### src/hw/rtl/rrfp_pkg.sv
// ----------------------------------------------------------------------------
// Radar report frame parser package
// Parse phase codes, frame event codes, register indexes and the fixed
// header and tail byte patterns of a report frame.
// ----------------------------------------------------------------------------
`default_nettype none

package rrfp_pkg;

   localparam int unsigned PhaseW = 3;
   localparam int unsigned EventW = 2;
   localparam int unsigned ByteW = 8;
   localparam int unsigned CsrDataW = 16;
   localparam int unsigned CsrIndexW = 1;
   localparam int unsigned AgeW = 16;
   localparam int unsigned RawW = 16;
   localparam int unsigned ScaleW = 4;
   localparam int unsigned DistW = 20;

   typedef logic [PhaseW-1:0] phase_type;
   typedef logic [EventW-1:0] event_type;
   typedef logic [ByteW-1:0] byte_type;

   localparam phase_type PH_HUNT = 3'd0;
   localparam phase_type PH_LEN_LO = 3'd1;
   localparam phase_type PH_LEN_HI = 3'd2;
   localparam phase_type PH_PAYLOAD = 3'd3;
   localparam phase_type PH_TAIL = 3'd4;

   localparam event_type EV_NONE = 2'd0;
   localparam event_type EV_ACCEPT = 2'd1;
   localparam event_type EV_BAD_LEN = 2'd2;
   localparam event_type EV_BAD_TAIL = 2'd3;

   localparam logic [CsrIndexW-1:0] CSR_STALE_LIMIT = 1'd0;
   localparam logic [CsrIndexW-1:0] CSR_DIST_SCALE = 1'd1;

   localparam logic [AgeW-1:0] STALE_LIMIT_RESET = 16'd5000;
   localparam logic [ScaleW-1:0] DIST_SCALE_RESET = 4'd10;
   localparam logic [AgeW-1:0] AGE_MAX = 16'hFFFF;
   localparam logic [15:0] MIN_PAYLOAD = 16'd3;

   localparam byte_type HDR_BYTES [4] = '{8'hF4, 8'hF3, 8'hF2, 8'hF1};
   localparam byte_type TAIL_BYTES [4] = '{8'hF8, 8'hF7, 8'hF6, 8'hF5};

endpackage

`default_nettype wire

### src/hw/rtl/radar_report_frame_parser.sv
// ----------------------------------------------------------------------------
// Radar report frame parser
// Parses received bytes into report frames, latches presence and scaled
// distance from accepted frames, and ages them on millisecond ticks.
// ----------------------------------------------------------------------------
// The result beat is registered and appears in the cycle after its input beat is accepted.
// Throughput: one beat per cycle unless an untaken result beat holds off
// input; parser state and result register update in the same cycle as the handshake.
// Reset: synchronous and active high; the parser returns to header hunt,
// no frame is latched and the CSR registers take their default values.
`default_nettype none

module radar_report_frame_parser #(
   parameter int unsigned MAX_PAYLOAD = 64
) (
   input  wire                             clock,
   input  wire                             reset,
   input  wire                             req_valid,
   output logic                            req_ready,
   input  wire                             req_op,
   input  wire [rrfp_pkg::ByteW-1:0]       req_rx_byte,
   output logic                            rsp_valid,
   input  wire                             rsp_ready,
   output logic [rrfp_pkg::EventW-1:0]     rsp_frame_event,
   output logic                            rsp_presence,
   output logic [rrfp_pkg::DistW-1:0]      rsp_dist_mm,
   output logic                            rsp_quality,
   input  wire                             csr_wr_en,
   input  wire [rrfp_pkg::CsrIndexW-1:0]   csr_index,
   input  wire [rrfp_pkg::CsrDataW-1:0]    csr_wdata
);
   import rrfp_pkg::*;

   localparam int unsigned LenW = $clog2(MAX_PAYLOAD + 1);

   logic [AgeW-1:0]   stale_limit_ff;
   logic [ScaleW-1:0] dist_scale_ff;

   phase_type         phase_ff, phase_in;
   logic [1:0]        match_ff, match_in;
   byte_type          len_low_ff, len_low_in;
   logic [LenW-1:0]   pay_len_ff, pay_len_in;
   logic [LenW-1:0]   byte_cnt_ff, byte_cnt_in;
   logic              pend_pres_ff, pend_pres_in;
   logic [RawW-1:0]   pend_raw_ff, pend_raw_in;
   logic              tail_ok_ff, tail_ok_in;
   logic              lat_pres_ff, lat_pres_in;
   logic [DistW-1:0]  lat_dist_ff, lat_dist_in;
   logic [AgeW-1:0]   age_ff, age_in;
   logic              seen_ff, seen_in;

   logic              rsp_valid_ff;
   event_type         rsp_event_ff, event_in;
   logic              rsp_pres_ff, rsp_pres_in;
   logic [DistW-1:0]  rsp_dist_ff, rsp_dist_in;
   logic              rsp_qual_ff, rsp_qual_in;

   logic              accept;
   logic              fresh;
   logic [15:0]       len_word;
   logic [LenW-1:0]   cnt_inc;
   logic              tail_ok_now;

   assign req_ready = !rsp_valid_ff || rsp_ready;
   assign accept = req_valid && req_ready;

   assign len_word = {req_rx_byte, len_low_ff};
   assign cnt_inc = byte_cnt_ff + LenW'(1);
   assign tail_ok_now = tail_ok_ff && (req_rx_byte == TAIL_BYTES[match_ff]);

   always_comb begin
      phase_in = phase_ff;
      match_in = match_ff;
      len_low_in = len_low_ff;
      pay_len_in = pay_len_ff;
      byte_cnt_in = byte_cnt_ff;
      pend_pres_in = pend_pres_ff;
      pend_raw_in = pend_raw_ff;
      tail_ok_in = tail_ok_ff;
      lat_pres_in = lat_pres_ff;
      lat_dist_in = lat_dist_ff;
      age_in = age_ff;
      seen_in = seen_ff;
      event_in = EV_NONE;
      if (accept) begin
         if (req_op) begin
            if (age_ff != AGE_MAX) begin
               age_in = age_ff + AgeW'(1);
            end
         end else begin
            unique case (phase_ff)
               PH_HUNT: begin
                  if (req_rx_byte == HDR_BYTES[match_ff]) begin
                     if (match_ff == 2'd3) begin
                        match_in = 2'd0;
                        phase_in = PH_LEN_LO;
                     end else begin
                        match_in = match_ff + 2'd1;
                     end
                  end else begin
                     match_in = (req_rx_byte == HDR_BYTES[0]) ? 2'd1 : 2'd0;
                  end
               end
               PH_LEN_LO: begin
                  len_low_in = req_rx_byte;
                  phase_in = PH_LEN_HI;
               end
               PH_LEN_HI: begin
                  if (len_word < MIN_PAYLOAD || len_word > 16'(MAX_PAYLOAD)) begin
                     event_in = EV_BAD_LEN;
                     phase_in = PH_HUNT;
                     match_in = 2'd0;
                  end else begin
                     pay_len_in = len_word[LenW-1:0];
                     byte_cnt_in = '0;
                     phase_in = PH_PAYLOAD;
                  end
               end
               PH_PAYLOAD: begin
                  if (byte_cnt_ff == LenW'(0)) begin
                     pend_pres_in = (req_rx_byte != 8'd0);
                  end else if (byte_cnt_ff == LenW'(1)) begin
                     pend_raw_in = {pend_raw_ff[15:8], req_rx_byte};
                  end else if (byte_cnt_ff == LenW'(2)) begin
                     pend_raw_in = {req_rx_byte, pend_raw_ff[7:0]};
                  end
                  byte_cnt_in = cnt_inc;
                  if (cnt_inc >= pay_len_ff) begin
                     phase_in = PH_TAIL;
                     match_in = 2'd0;
                     tail_ok_in = 1'b1;
                  end
               end
               PH_TAIL: begin
                  tail_ok_in = tail_ok_now;
                  if (match_ff == 2'd3) begin
                     if (tail_ok_now) begin
                        event_in = EV_ACCEPT;
                        lat_pres_in = pend_pres_ff;
                        if (pend_pres_ff && pend_raw_ff != '0) begin
                           lat_dist_in = {4'd0, pend_raw_ff} * {16'd0, dist_scale_ff};
                        end else begin
                           lat_dist_in = '0;
                        end
                        age_in = '0;
                        seen_in = 1'b1;
                     end else begin
                        event_in = EV_BAD_TAIL;
                     end
                     phase_in = PH_HUNT;
                     match_in = 2'd0;
                     tail_ok_in = 1'b1;
                  end else begin
                     match_in = match_ff + 2'd1;
                  end
               end
               default: begin
                  phase_in = PH_HUNT;
                  match_in = 2'd0;
               end
            endcase
         end
      end
   end

   assign fresh = seen_in && (age_in < stale_limit_ff);
   assign rsp_pres_in = fresh && lat_pres_in;
   assign rsp_dist_in = fresh ? lat_dist_in : '0;
   assign rsp_qual_in = !(fresh || event_in == EV_ACCEPT);

   always_ff @(posedge clock) begin
      if (reset) begin
         stale_limit_ff <= STALE_LIMIT_RESET;
         dist_scale_ff <= DIST_SCALE_RESET;
      end else if (csr_wr_en) begin
         unique case (csr_index)
            CSR_STALE_LIMIT: stale_limit_ff <= csr_wdata;
            CSR_DIST_SCALE: dist_scale_ff <= csr_wdata[ScaleW-1:0];
            default: ;
         endcase
      end
   end

   always_ff @(posedge clock) begin
      if (reset) begin
         phase_ff <= PH_HUNT;
         match_ff <= 2'd0;
         byte_cnt_ff <= '0;
         tail_ok_ff <= 1'b1;
         age_ff <= '0;
         seen_ff <= 1'b0;
         rsp_valid_ff <= 1'b0;
      end else begin
         phase_ff <= phase_in;
         match_ff <= match_in;
         byte_cnt_ff <= byte_cnt_in;
         tail_ok_ff <= tail_ok_in;
         age_ff <= age_in;
         seen_ff <= seen_in;
         if (accept) begin
            rsp_valid_ff <= 1'b1;
         end else if (rsp_ready) begin
            rsp_valid_ff <= 1'b0;
         end
      end
   end

   always_ff @(posedge clock) begin
      len_low_ff <= len_low_in;
      pay_len_ff <= pay_len_in;
      pend_pres_ff <= pend_pres_in;
      pend_raw_ff <= pend_raw_in;
      lat_pres_ff <= lat_pres_in;
      lat_dist_ff <= lat_dist_in;
      if (accept) begin
         rsp_event_ff <= event_in;
         rsp_pres_ff <= rsp_pres_in;
         rsp_dist_ff <= rsp_dist_in;
         rsp_qual_ff <= rsp_qual_in;
      end
   end

   assign rsp_valid = rsp_valid_ff;
   assign rsp_frame_event = rsp_event_ff;
   assign rsp_presence = rsp_pres_ff;
   assign rsp_dist_mm = rsp_dist_ff;
   assign rsp_quality = rsp_qual_ff;

   // A beat that reports a latched value must not be flagged invalid.
   assert property (@(posedge clock) disable iff (reset)
      (rsp_valid_ff && rsp_qual_ff) |-> (!rsp_pres_ff && rsp_dist_ff == '0))
      else $error("invalid-quality beat carries latched data");

   // An accepted frame always reports good quality.
   assert property (@(posedge clock) disable iff (reset)
      (rsp_valid_ff && rsp_event_ff == EV_ACCEPT) |-> !rsp_qual_ff)
      else $error("accepted frame reported with invalid quality");

   // The payload counter never reaches the stored length while in payload.
   assert property (@(posedge clock) disable iff (reset)
      (phase_ff == PH_PAYLOAD) |-> (byte_cnt_ff < pay_len_ff))
      else $error("payload byte count overran the payload length");

endmodule

`default_nettype wire
### config.mk
export PLATFORM = sky130hd
export DESIGN_NAME = radar_report_frame_parser
export DESIGN_NICKNAME = d
export VERILOG_FILES = /design/src/hw/rtl/rrfp_pkg.sv /design/src/hw/rtl/radar_report_frame_parser.sv
export SDC_FILE = /design/constraint.sdc
export NUM_CORES = 1
export LEC_CHECK = 0
export BUFFER_PORTS_ARGS = -buffer_cell sky130_fd_sc_hd__buf_4
export CAP_MARGIN = 20
export CELL_PAD_IN_SITES_DETAIL_PLACEMENT = 0
export CELL_PAD_IN_SITES_GLOBAL_PLACEMENT = 1
export CORE_MARGIN = 5
export CORE_UTILIZATION = 51
export CTS_CLUSTER_DIAMETER = 120
export CTS_CLUSTER_SIZE = 20
export DETAILED_ROUTE_END_ITERATION = 12
export GPL_ROUTABILITY_DRIVEN = 0
export GPL_TIMING_DRIVEN = 0
export PLACE_DENSITY = 0.95
export SKIP_LAST_GASP = 1
export SYNTH_ARGS = -nofsm -noshare
export SYNTH_HDL_FRONTEND = slang
export SYNTH_SLANG_ARGS = --single-unit
### constraint.sdc
create_clock -name clock -period 12.4 [get_ports clock]
set_input_delay 0.62 -clock clock [delete_from_list [all_inputs] [get_ports clock]]
set_output_delay 0.62 -clock clock [all_outputs]
set_load 0.01 [all_outputs]
==> flow_summary.yaml, run 1 <==
run_status:
  status: "finished clean"
clock_network:
  cts_resized: 0
  insertion_delay_ps: 430
  ctsHoldBuffers: 0
  cts_num_sinks: 128
  cts_max_level: 4
  numCtsBuffers: 17
  cts_setup_buffers: 0
  cts_max_path_buffers: 2
  root_buffer: "clkbuf_16"
  path_clk_slew_ps: 60
  cts_tree: "yes"
final_layout:
  multi_input_area_um2: 4370
  diodes: 0
  area_delta_synth_final_pct: 16.6
  nFillCells: 1324
  drive_gt1_share_pct: 11.6
  seqCellArea_um2: 3120
  final_nets: 1056
power_and_ir_drop:
  power.internal_uw: 801
  power_leakage_uw: 0.00391
  power_frac_comb_pct: 11.5
  switching_power_uw: 275
  report.power.total_uw: 1080
  clkPwrFrac_pct: 46.5
  sequentialPowerShare_pct: 41.9
  switching_share_pct: 25.5
  powerDensity_nw_per_um2: 116
  vdd_ir_drop_max_v: 0.0000911
placed_design:
  hpwl_um: 13400
  port_buffers: 55
detailed_routing:
  drtAntennaViolNets: 0
  route.detailed.drc: 0
  dr_total_vias: 6217
  totalWireLength_um: 17500
  initialDrtViolationCount: 406
  drtPass1Iterations: 5
  wl_per_cell_um: 15.0
  viasPerCell: 5.33
floorplanning:
  row_count: 45
  num_io_pins: 57
  fp.dieW_um: 135
  die_height_um: 135
  coreArea_um2: 15300
  start_util_pct: 52.0
  die_area_um2: 18200
global_routing:
  grt_use_total_pct: 19.9
  antenna_found_initial: 0
  grt-ovfl-total: 0
  first_global_vias: 6023
  grt_pass1_wl_um: 29000
  grt_max_degree: 34
critical_path:
  reg2reg_slack_ps: 7800
  cp_data_required_time_ps: 12580
  cp_cell_sequence: "clkbuf_1 > and2_1 > fa_1 > inv_1 > fa_1 > inv_1 > ha_1 > nand4_1 > a211o_1 > a2111oi_0 > o31ai_1 > xnor2_1 > a22o_1 > nor2b_1"
  rr_endpoint: "rsp_dist_mm[19]$_SDFFCE_PN0P_"
  r2r-start: "dist_scale_ff[3]$_SDFFE_PP1P_"
  crit_type: "flop to flop"
  cpLargestDelayFamily: "compound AO/OA/AOI/OAI gates"
  cp.arrival_ps: 4780
  worst-path-stages: 14
  r2r_cells: 14
  start_kind: "flop"
  path_max_fanout: 10
  cp.buffers_inverters: 3
  slowest_stage: "a2111oi_0"
  worstSetupEndpointType: "flop"
  cpPeakStageDelay_ps: 730
logic_synthesis:
  yosys.area.top_type: "edfxtp_1"
  syn_inst: 866
  synthArstFlopShare_pct: 0
  ys_seq_elements: 128
  synth_nets: 979
  synth-seq-area-share_pct: 39.3
  synth-edff-count: 56
  avgSynthCellArea_um2: 9.17
  ys.flop_type: "dfxtp_1"
  netlist.area_leader.share_pct: 21.2
  synth_cell_type_count: 65
  yosysWarnings: 0
  synth.top_cells.by_area: "edfxtp_1, dfxtp_1, ha_1"
  syn-cell-area_um2: 7940
min_path:
  hold_depth: 3
  holdCritPathClass: "input port to flop"
  hold_end: "stale_limit_ff[8]$_SDFFE_PP1P_"
  worstHoldStart: "csr_wdata[8]"
timing:
  worstMarginPinSlew_ps: 812
  hold_violations: 0
  period_minus_slack_ps: 4600
  fmax_mhz: 217
  fin_worst_skew_ps: 8.08
  grt_setup_unrepaired: "no"
  finalSetupViolations: 0
  slew_violations: 0
  max-slew-margin-rel_pct: 44.5
  fin_setup_tns_ps: 0
  finalCritPeriodShare_pct: 37.1
job:
  cap_violations: 0
## synthesized netlist by cell type (3+ instances only)
master    number
nand2_1      131
nor2_1        34
dfxtp_1       72
xor2_1        10
xnor2_1       15
ha_1          54
buf_6          3
nor2b_1       23
a211oi_1       4
o211ai_1       7
o22ai_1        3
a22o_1         3
mux2i_1        6
and2_1        58
o21ai_0       31
or3_1          5
fa_1          28
o31a_1         3
and4_1         5
clkbuf_1      21
a31oi_1        8
a21o_1        14
nand2b_1       7
a21oi_1       51
nand3_1       33
and3_1         9
inv_1         84
o31ai_1        6
edfxtp_1      56
nand4_1       14
nor3_1        14
or2_2          4
o21a_1         4
nor4_1        11
## tightest hold or removal path: cells and delay by family
kind                   cells  cell delay [ps]
and+or+nand+nor            1               40
buffers and inverters      1               80
AOI/OAI and AO/OA          1               70
## cell families (layout without fill, tap and decap cells)
logic type	Yosys count	count (layout)	share of synthesized area [%]
flops	128	128	39.3
mux	6	6	0.757
compound gates	153	153	12.5
buf+inv	113	203	5.66
simple gates	359	359	23.4
fa+ha+maj	82	82	15.6
xor+xnor	25	25	2.76
## sequential cells by signal, indices dropped and copies added, names as in the netlist, 2 cells and up
name and flops:
lat_dist_ff 20, rsp_dist_mm 20, age_ff 16, pend_raw_ff 16
stale_limit_ff 16, len_low_ff 8, byte_cnt_ff 7, pay_len_ff 7
dist_scale_ff 4, phase_ff 3, match_ff 2, rsp_frame_event 2
## stage by stage
step                      hold slack (ps)  worst slack (ps)  instance area [um2]  cells  utilization (%)
final                                 419              7800                 9260   1167             60.7
after global routing                  413              7580                 9260   1167             60.7
after CTS                             406              7870                 9230   1165             60.5
after detailed placement              428              7590                 8630   1133             56.5
after global placement                418              7620                 8620   1132             56.5
after floorplan                       405              8350                 7940    866                -
## per-layer routing
| metal | track usage [%] | share of wire [%] |
|---|---|---|
| met2 | 32.8 | 47 |
| met5 | 0 | 0 |
| met3 | 4.21 | 4.7 |
| met1 | 26.5 | 47 |
| met4 | 5.94 | 1.4 |
## cell type report
class,count,area share (%)
buffer,28,1.41
clock buffer,22,5.61
clock inverter,10,0.919
inverter,85,3.45
multi-input combinational,625,47.2
sequential,128,33.7
tap,211,2.85
timing repair buffer,58,4.85
## power by group through the flow
stage	registers (uW)	logic (uW)	clock network, uW
after floorplan	461	82.7	0
after global placement	460	121	0
after detailed placement	460	122	0
after CTS	451	123	507
after global routing	451	140	525
final	451	124	501
## worst max path at each step
| stage | slack [ps] | endpoint | start |
|---|---|---|---|
| 2_1_floorplan | 8350 | rsp_quality$_DFFE_PP_ | rsp_ready |
| 3_3_place_gp | 7620 | rsp_quality$_DFFE_PP_ | rsp_ready |
| 3_5_place_dp | 7590 | rsp_quality$_DFFE_PP_ | rsp_ready |
| 4_1_cts | 7870 | rsp_dist_mm[19]$_SDFFCE_PN0P_ | dist_scale_ff[3]$_SDFFE_PP1P_ |
| 5_1_grt | 7580 | rsp_dist_mm[19]$_SDFFCE_PN0P_ | dist_scale_ff[3]$_SDFFE_PP1P_ |
| 6_report | 7800 | rsp_dist_mm[19]$_SDFFCE_PN0P_ | dist_scale_ff[3]$_SDFFE_PP1P_ |
## placed cells by master (no fill, tap or decap), drive strengths merged, types with 5 or more instances in the layout
cell type	instances
and4	5
inv	90
nor3	14
o31ai	7
clkinv	5
dfxtp	72
nor2b	23
xnor2	15
nand2b	7
a31oi	8
mux2i	6
edfxtp	56
nand4	14
nand2	131
nand3	33
ha	54
xor2	10
o211ai	7
and3	9
nor4	13
o21ai	31
clkbuf	43
buf	64
and2	59
a21oi	52
a21o	14
nor2	35
fa	28
or3	5
Note: power is estimated with default switching activity, not from simulation.
==> run 2, diff against run 1 <==
ABC_AREA = 1   (was not set)
CORE_UTILIZATION = 46   (was 51)
PLACE_DENSITY = 0.91   (was 0.95)
clock period = 4.4 ns   (was 12.4 ns; I/O delays follow)
==> flow_summary.yaml, run 2 <==
floorplanning:
  row_count: 48
  die_area_um2: 20500
  coreArea_um2: 17400
  fp.dieW_um: 143
  start_util_pct: 47.1
  die_height_um: 143
  num_io_pins: 57
clock_network:
  cts_max_path_buffers: 2
  root_buffer: "clkbuf_16"
  insertion_delay_ps: 430
  cts_tree: "yes"
  path_clk_slew_ps: 60
  cts_num_sinks: 128
  numCtsBuffers: 17
  cts_max_level: 4
detailed_routing:
  drtPass1Iterations: 5
  dr_total_vias: 6651
  drtAntennaViolNets: 0
  route.detailed.drc: 0
  totalWireLength_um: 18700
  wl_per_cell_um: 13.9
  initialDrtViolationCount: 440
  viasPerCell: 4.92
critical_path:
  r2r-start: "dist_scale_ff[2]$_SDFFE_PP0P_"
  start_kind: "flop"
  r2r_cells: 18
  path_max_fanout: 17
  reg2reg_slack_ps: 340
  cp_data_required_time_ps: 4690
  rr_endpoint: "rsp_dist_mm[18]$_SDFFCE_PN0P_"
  worstSetupEndpointType: "flop"
  cp.arrival_ps: 4350
  crit_type: "flop to flop"
power_and_ir_drop:
  power_frac_comb_pct: 13.3
  switching_share_pct: 27.4
  vdd_ir_drop_max_v: 0.000278
  clkPwrFrac_pct: 44.3
  power.internal_uw: 2200
  sequentialPowerShare_pct: 42.3
  powerDensity_nw_per_um2: 319
  switching_power_uw: 829
  power_leakage_uw: 0.00480
timing:
  period_minus_slack_ps: 4060
  finalCritPeriodShare_pct: 92.3
  fmax_mhz: 246
  hold_violations: 0
  grt_setup_unrepaired: "no"
  worstMarginPinSlew_ps: 947
  slew_violations: 0
  max-slew-margin-rel_pct: 36.3
  finalSetupViolations: 0
  fin_ws_ps: 337
  fin_worst_skew_ps: 9.42
logic_synthesis:
  yosysWarnings: 0
  synth-seq-area-share_pct: 38.2
  synthMostInstantiatedCell: "inv_1"
  avgSynthCellArea_um2: 7.87
  yosys-top-cells-count: "inv_1, nand2_1, nor2_1, dfxtp_1, a21oi_1"
  ys.flop_type: "dfxtp_1"
  synth_cell_type_count: 49
  netlist.area_leader.share_pct: 20.6
  synthArstFlopShare_pct: 0
  synth.top_cells.by_area: "edfxtp_1, dfxtp_1, inv_1"
  syn_inst: 1039
  synth_nets: 1152
  syn-cell-area_um2: 8170
  synth-edff-count: 56
  ys_seq_elements: 128
  yosys.area.top_type: "edfxtp_1"
global_routing:
  antenna_found_initial: 0
  grt_use_total_pct: 19.4
  grt_max_degree: 34
  grt_pass1_wl_um: 31600
  first_global_vias: 6590
  grt-ovfl-total: 0
final_layout:
  area_delta_synth_final_pct: 16.1
  stdcell_count: 1351
  final_common_cell: "inv_1"
  mostFrequentLayoutCells: "inv_1, nand2_1, nor2_1"
  drive_gt1_share_pct: 12.4
  diodes: 0
  final_nets: 1226
placed_design:
  dp_slack_ps: -362
  dp_cells: 1319
  hpwl_um: 15000
  port_buffers: 55
job:
  cap_violations: 0
run_status:
  status: "finished clean"
min_path:
  hold_end: "dist_scale_ff[3]$_SDFFE_PP1P_"
  hold_depth: 3
  worstHoldStart: "csr_wdata[3]"
  holdCritPathClass: "input port to flop"
-- run 2: cell count changes in the layout (fill, tap and decap cells not counted), moves of 7 or more --
cell | before | now
a21o_1 | 14 | 2
a31oi_1 | 8 | 1
and2_1 | 58 | 3
and3_1 | 9 | 0
clkbuf_1 | 21 | 10
dlygate4sd3_1 | 0 | 7
inv_1 | 84 | 230
nand2_1 | 131 | 195
nand2b_1 | 7 | 0
nand3_1 | 33 | 41
nor2_1 | 34 | 83
nor2_2 | 1 | 20
nor2b_1 | 23 | 0
o21ai_0 | 31 | 52
-- run 2: cell type report --
type                    count  area (um2)
flip-flops and latches    128        3130
clock inverters            12        93.8
multi-input cells         653        4070
plain buffers              14        70.1
repair buffers             62         483
fillers                  1625        7870
clock buffers              20         469
well taps                 225         282
inverters                 237         893
-- run 2: critical path, cell delays in order, from the launching register on --
cell and delay, ps:
dfxtp_2 560, nand2_1 140, fa_1 520, inv_1 50
fa_1 530, fa_1 480, nand2_1 80, nand2_1 50
a21oi_1 190, o21ai_0 160, nand2_1 90, nand2_1 130
nand3_1 100, nand2_1 60, xor2_1 290, nand4_1 210
nand2_1 130, inv_1 50, nor2_2 110
-- run 2: layer usage --
metal / part of all wire [%] / global-route usage [%] / vias up
met1: 47 / 25.3 / 3036
met5: 0 / 0 / -
met4: 1.5 / 5.90 / 0
met2: 47 / 31.9 / 129
met3: 5.1 / 4.86 / 23
li1: - / - / 3463
-- run 2: worst max-delay path by stage --
stage                                  startpoint                             to  cells after the start
floorplan           dist_scale_ff[3]$_SDFFE_PP1P_  rsp_dist_mm[12]$_SDFFCE_PN0P_                     18
global placement    dist_scale_ff[3]$_SDFFE_PP1P_  rsp_dist_mm[18]$_SDFFCE_PN0P_                     20
detailed placement  dist_scale_ff[3]$_SDFFE_PP1P_  rsp_dist_mm[18]$_SDFFCE_PN0P_                     20
CTS                 dist_scale_ff[2]$_SDFFE_PP0P_  rsp_dist_mm[18]$_SDFFCE_PN0P_                     19
global route        dist_scale_ff[2]$_SDFFE_PP0P_  rsp_dist_mm[16]$_SDFFCE_PN0P_                     18
finish              dist_scale_ff[2]$_SDFFE_PP0P_  rsp_dist_mm[18]$_SDFFCE_PN0P_                     18
-- run 2: metrics by stage --
stage | setup TNS (ps) | total power, uW | area [um2] | hold WS, ps | utilization [%]
final | 0 | 3030 | 9490 | 15.1 | 54.7
after global routing | 0 | 3170 | 9490 | 7.86 | 54.7
after CTS | 0 | 3050 | 9500 | 0.820 | 54.8
after detailed placement | -1590 | 1710 | 8880 | 431 | 51.1
after global placement | -1640 | 1700 | 8870 | 429 | 51.1
after floorplan | 0 | 1580 | 8170 | 319 | -
-- run 2: power groups by stage --
| stage | registers, uW | clock network [uW] | logic (uW) |
|---|---|---|---|
| floorplan | 1300 | 0 | 279 |
| global placement | 1300 | 0 | 407 |
| detailed placement | 1300 | 0 | 412 |
| CTS | 1280 | 1360 | 414 |
| global route | 1290 | 1420 | 465 |
| finish | 1280 | 1340 | 404 |
-- run 2: repair_timing --
item	in CTS	in global routing
hold buffers	7	0
hold endpoints to repair	9	0
endpoints found under the setup margin	9	22
gates resized for setup	4	3
setup buffers	0	0
-- run 2: cell families (layout without fill, tap and decap cells) --
kind of cell / Yosys count / after routing / synth area share, %
DFF: 128 / 128 / 38.2
and+or+nand+nor: 401 / 401 / 22.0
xor gates and xnor gates: 18 / 18 / 1.93
buffers and inverters: 258 / 345 / 12.1
AOI/OAI and AO/OA: 152 / 152 / 10.7
adders and majority gates: 82 / 82 / 15.1
==> run 3, diff against run 2 <==
REMOVE_ABC_BUFFERS = 1   (was not set)
==> flow_summary.yaml, run 3 (synthesized netlist as in run 2, its figures left out) <==
job:
  cap_violations: 0
critical_path:
  cp_data_required_time_ps: 4570
  rr_endpoint: "rsp_dist_mm[12]$_SDFFCE_PN0P_"
  crit_type: "flop to flop"
  worstSetupEndpointType: "flop"
  r2r_cells: 16
  start_kind: "flop"
  cpLargestDelayFamily: "adder cells"
  cp.arrival_ps: 4210
  r2r-start: "dist_scale_ff[3]$_SDFFE_PP1P_"
  path_max_fanout: 17
  cp_cell_sequence: "nand2_1 > fa_1 > inv_1 > fa_1 > fa_1 > nand2_1 > nand2_1 > a21oi_1 > o21ai_0 > nand2_1 > nand2_1 > nand3_1 > nand2_1 > or2_2 > a32oi_1 > nor2_2"
  crit_path_end: "rsp_dist_mm[12]$_SDFFCE_PN0P_"
  worst-path-stages: 16
  cpPeakStageDelay_ps: 560
  crit_top_cell: "nand2_1"
  reg2reg_slack_ps: 360
  slowest_stage: "dfxtp_2"
  cp-startpoint: "dist_scale_ff[3]$_SDFFE_PP1P_"
  cp.buffers_inverters: 1
timing:
  grt_setup_unrepaired: "no"
  finalCritPeriodShare_pct: 91.9
  finalSetupViolations: 0
  fmax_mhz: 247
  fin_worst_skew_ps: 8.90
  hold_violations: 0
  max-slew-margin-rel_pct: 30.2
  hold_ws_ps: 28.9
  period_minus_slack_ps: 4040
  worstMarginPinSlew_ps: 1040
  slew_violations: 0
  fin_ws_ps: 356
  fin_setup_tns_ps: 0
clock_network:
  cts_tree: "yes"
  root_buffer: "clkbuf_16"
  cts_max_path_buffers: 2
  path_clk_slew_ps: 60
  cts_num_sinks: 128
  numCtsBuffers: 17
  insertion_delay_ps: 430
  cts_max_level: 4
  cts_setup_buffers: 0
detailed_routing:
  drtPass1Iterations: 5
  initialDrtViolationCount: 372
  route.met2.wl_um: 8520
  route.met3.wl_um: 737
  top_layer_used: "met4"
  drtAntennaViolNets: 0
  dr_total_vias: 6714
  met1_length_um: 8200
  route.detailed.drc: 0
  viasPerCell: 5.00
  totalWireLength_um: 17700
  wl_per_cell_um: 13.2
final_layout:
  area_delta_synth_final_pct: 16.3
  mostFrequentLayoutCells: "inv_1, nand2_1, nor2_1"
  final_nets: 1217
  stdcell_count: 1342
  post-route-cell-area_um2: 9510
  diodes: 0
  final_common_cell: "inv_1"
  drive_gt1_share_pct: 12.3
floorplanning:
  num_io_pins: 57
  die_height_um: 143
  die_area_um2: 20500
  row_count: 48
  start_util_pct: 47.1
  coreArea_um2: 17400
  fp.dieW_um: 143
power_and_ir_drop:
  vdd_ir_drop_max_v: 0.000292
  powerDensity_nw_per_um2: 322
  power_leakage_uw: 0.00481
min_path:
  hold_depth: 3
  holdCritPathClass: "input port to flop"
global_routing:
  grt_pass1_wl_um: 30300
  first_global_vias: 6587
  antenna_found_initial: 0
  grt_use_total_pct: 18.4
  grt_max_degree: 40
  grt-ovfl-total: 0
placed_design:
  hpwl_um: 13500
  place_area_um2: 8790
  dp_cells: 1299
  dp_slack_ps: 35.6
  port_buffers: 56
run_status:
  status: "finished clean"
run 3: worst min path at each step:
stage | startpoint | endpoint | slack, ps
after floorplan | reset | age_ff[11]$_SDFF_PP0_ | 290
after detailed placement | csr_wdata[3] | dist_scale_ff[3]$_SDFFE_PP1P_ | 440
after global placement | len_low_ff[3]$_DFFE_PP_ | pay_len_ff[3]$_DFFE_PP_ | 430
after global routing | req_rx_byte[1] | len_low_ff[1]$_DFFE_PP_ | 20
final | csr_wdata[0] | stale_limit_ff[0]$_SDFFE_PP0P_ | 30
after CTS | csr_wdata[0] | stale_limit_ff[0]$_SDFFE_PP0P_ | 10
run 3: final cells by class:
class                   count  area, um2
clock inverters            10       96.3
repair buffers             67        548
clock buffers              22        487
well taps                 225        282
multi-input cells         653       4070
inverters                 237        897
flip-flops and latches    128       3130
fillers                  1651       7850
run 3: repair_timing:
action,in CTS,in global routing
hold endpoints to repair,16,0
gates resized for setup,0,6
endpoints found under the setup margin,0,23
hold buffers,10,0
run 3: per-layer routing:
| layer | global-route usage, % | up-vias |
|---|---|---|
| met5 | 0 | - |
| met4 | 6.29 | 0 |
| met3 | 3.86 | 23 |
| met2 | 31.3 | 134 |
| met1 | 23.5 | 3115 |
| li1 | - | 3442 |
run 3: report_power, final:
group	leakage (uW)	internal (uW)	switching, uW
clock network	0.000295	848	533
logic	0.00340	159	238
registers	0.00111	1260	22.7
total	0.00481	2270	793
run 3: worst register-to-register path, delay by kind of cell, from the launching register on:
kind	cells	cell delay (ps)
fa+ha+maj	3	1560
buf+inv	1	60
flops	1	560
compound gates	3	590
simple gates	9	1030
run 3: stage by stage:
step                      utilization (%)  power, uW
after floorplan                         -       1570
after global placement               50.6       1700
after detailed placement             50.6       1700
after CTS                            54.6       3090
after global routing                 54.8       3210
final                                54.8       3060
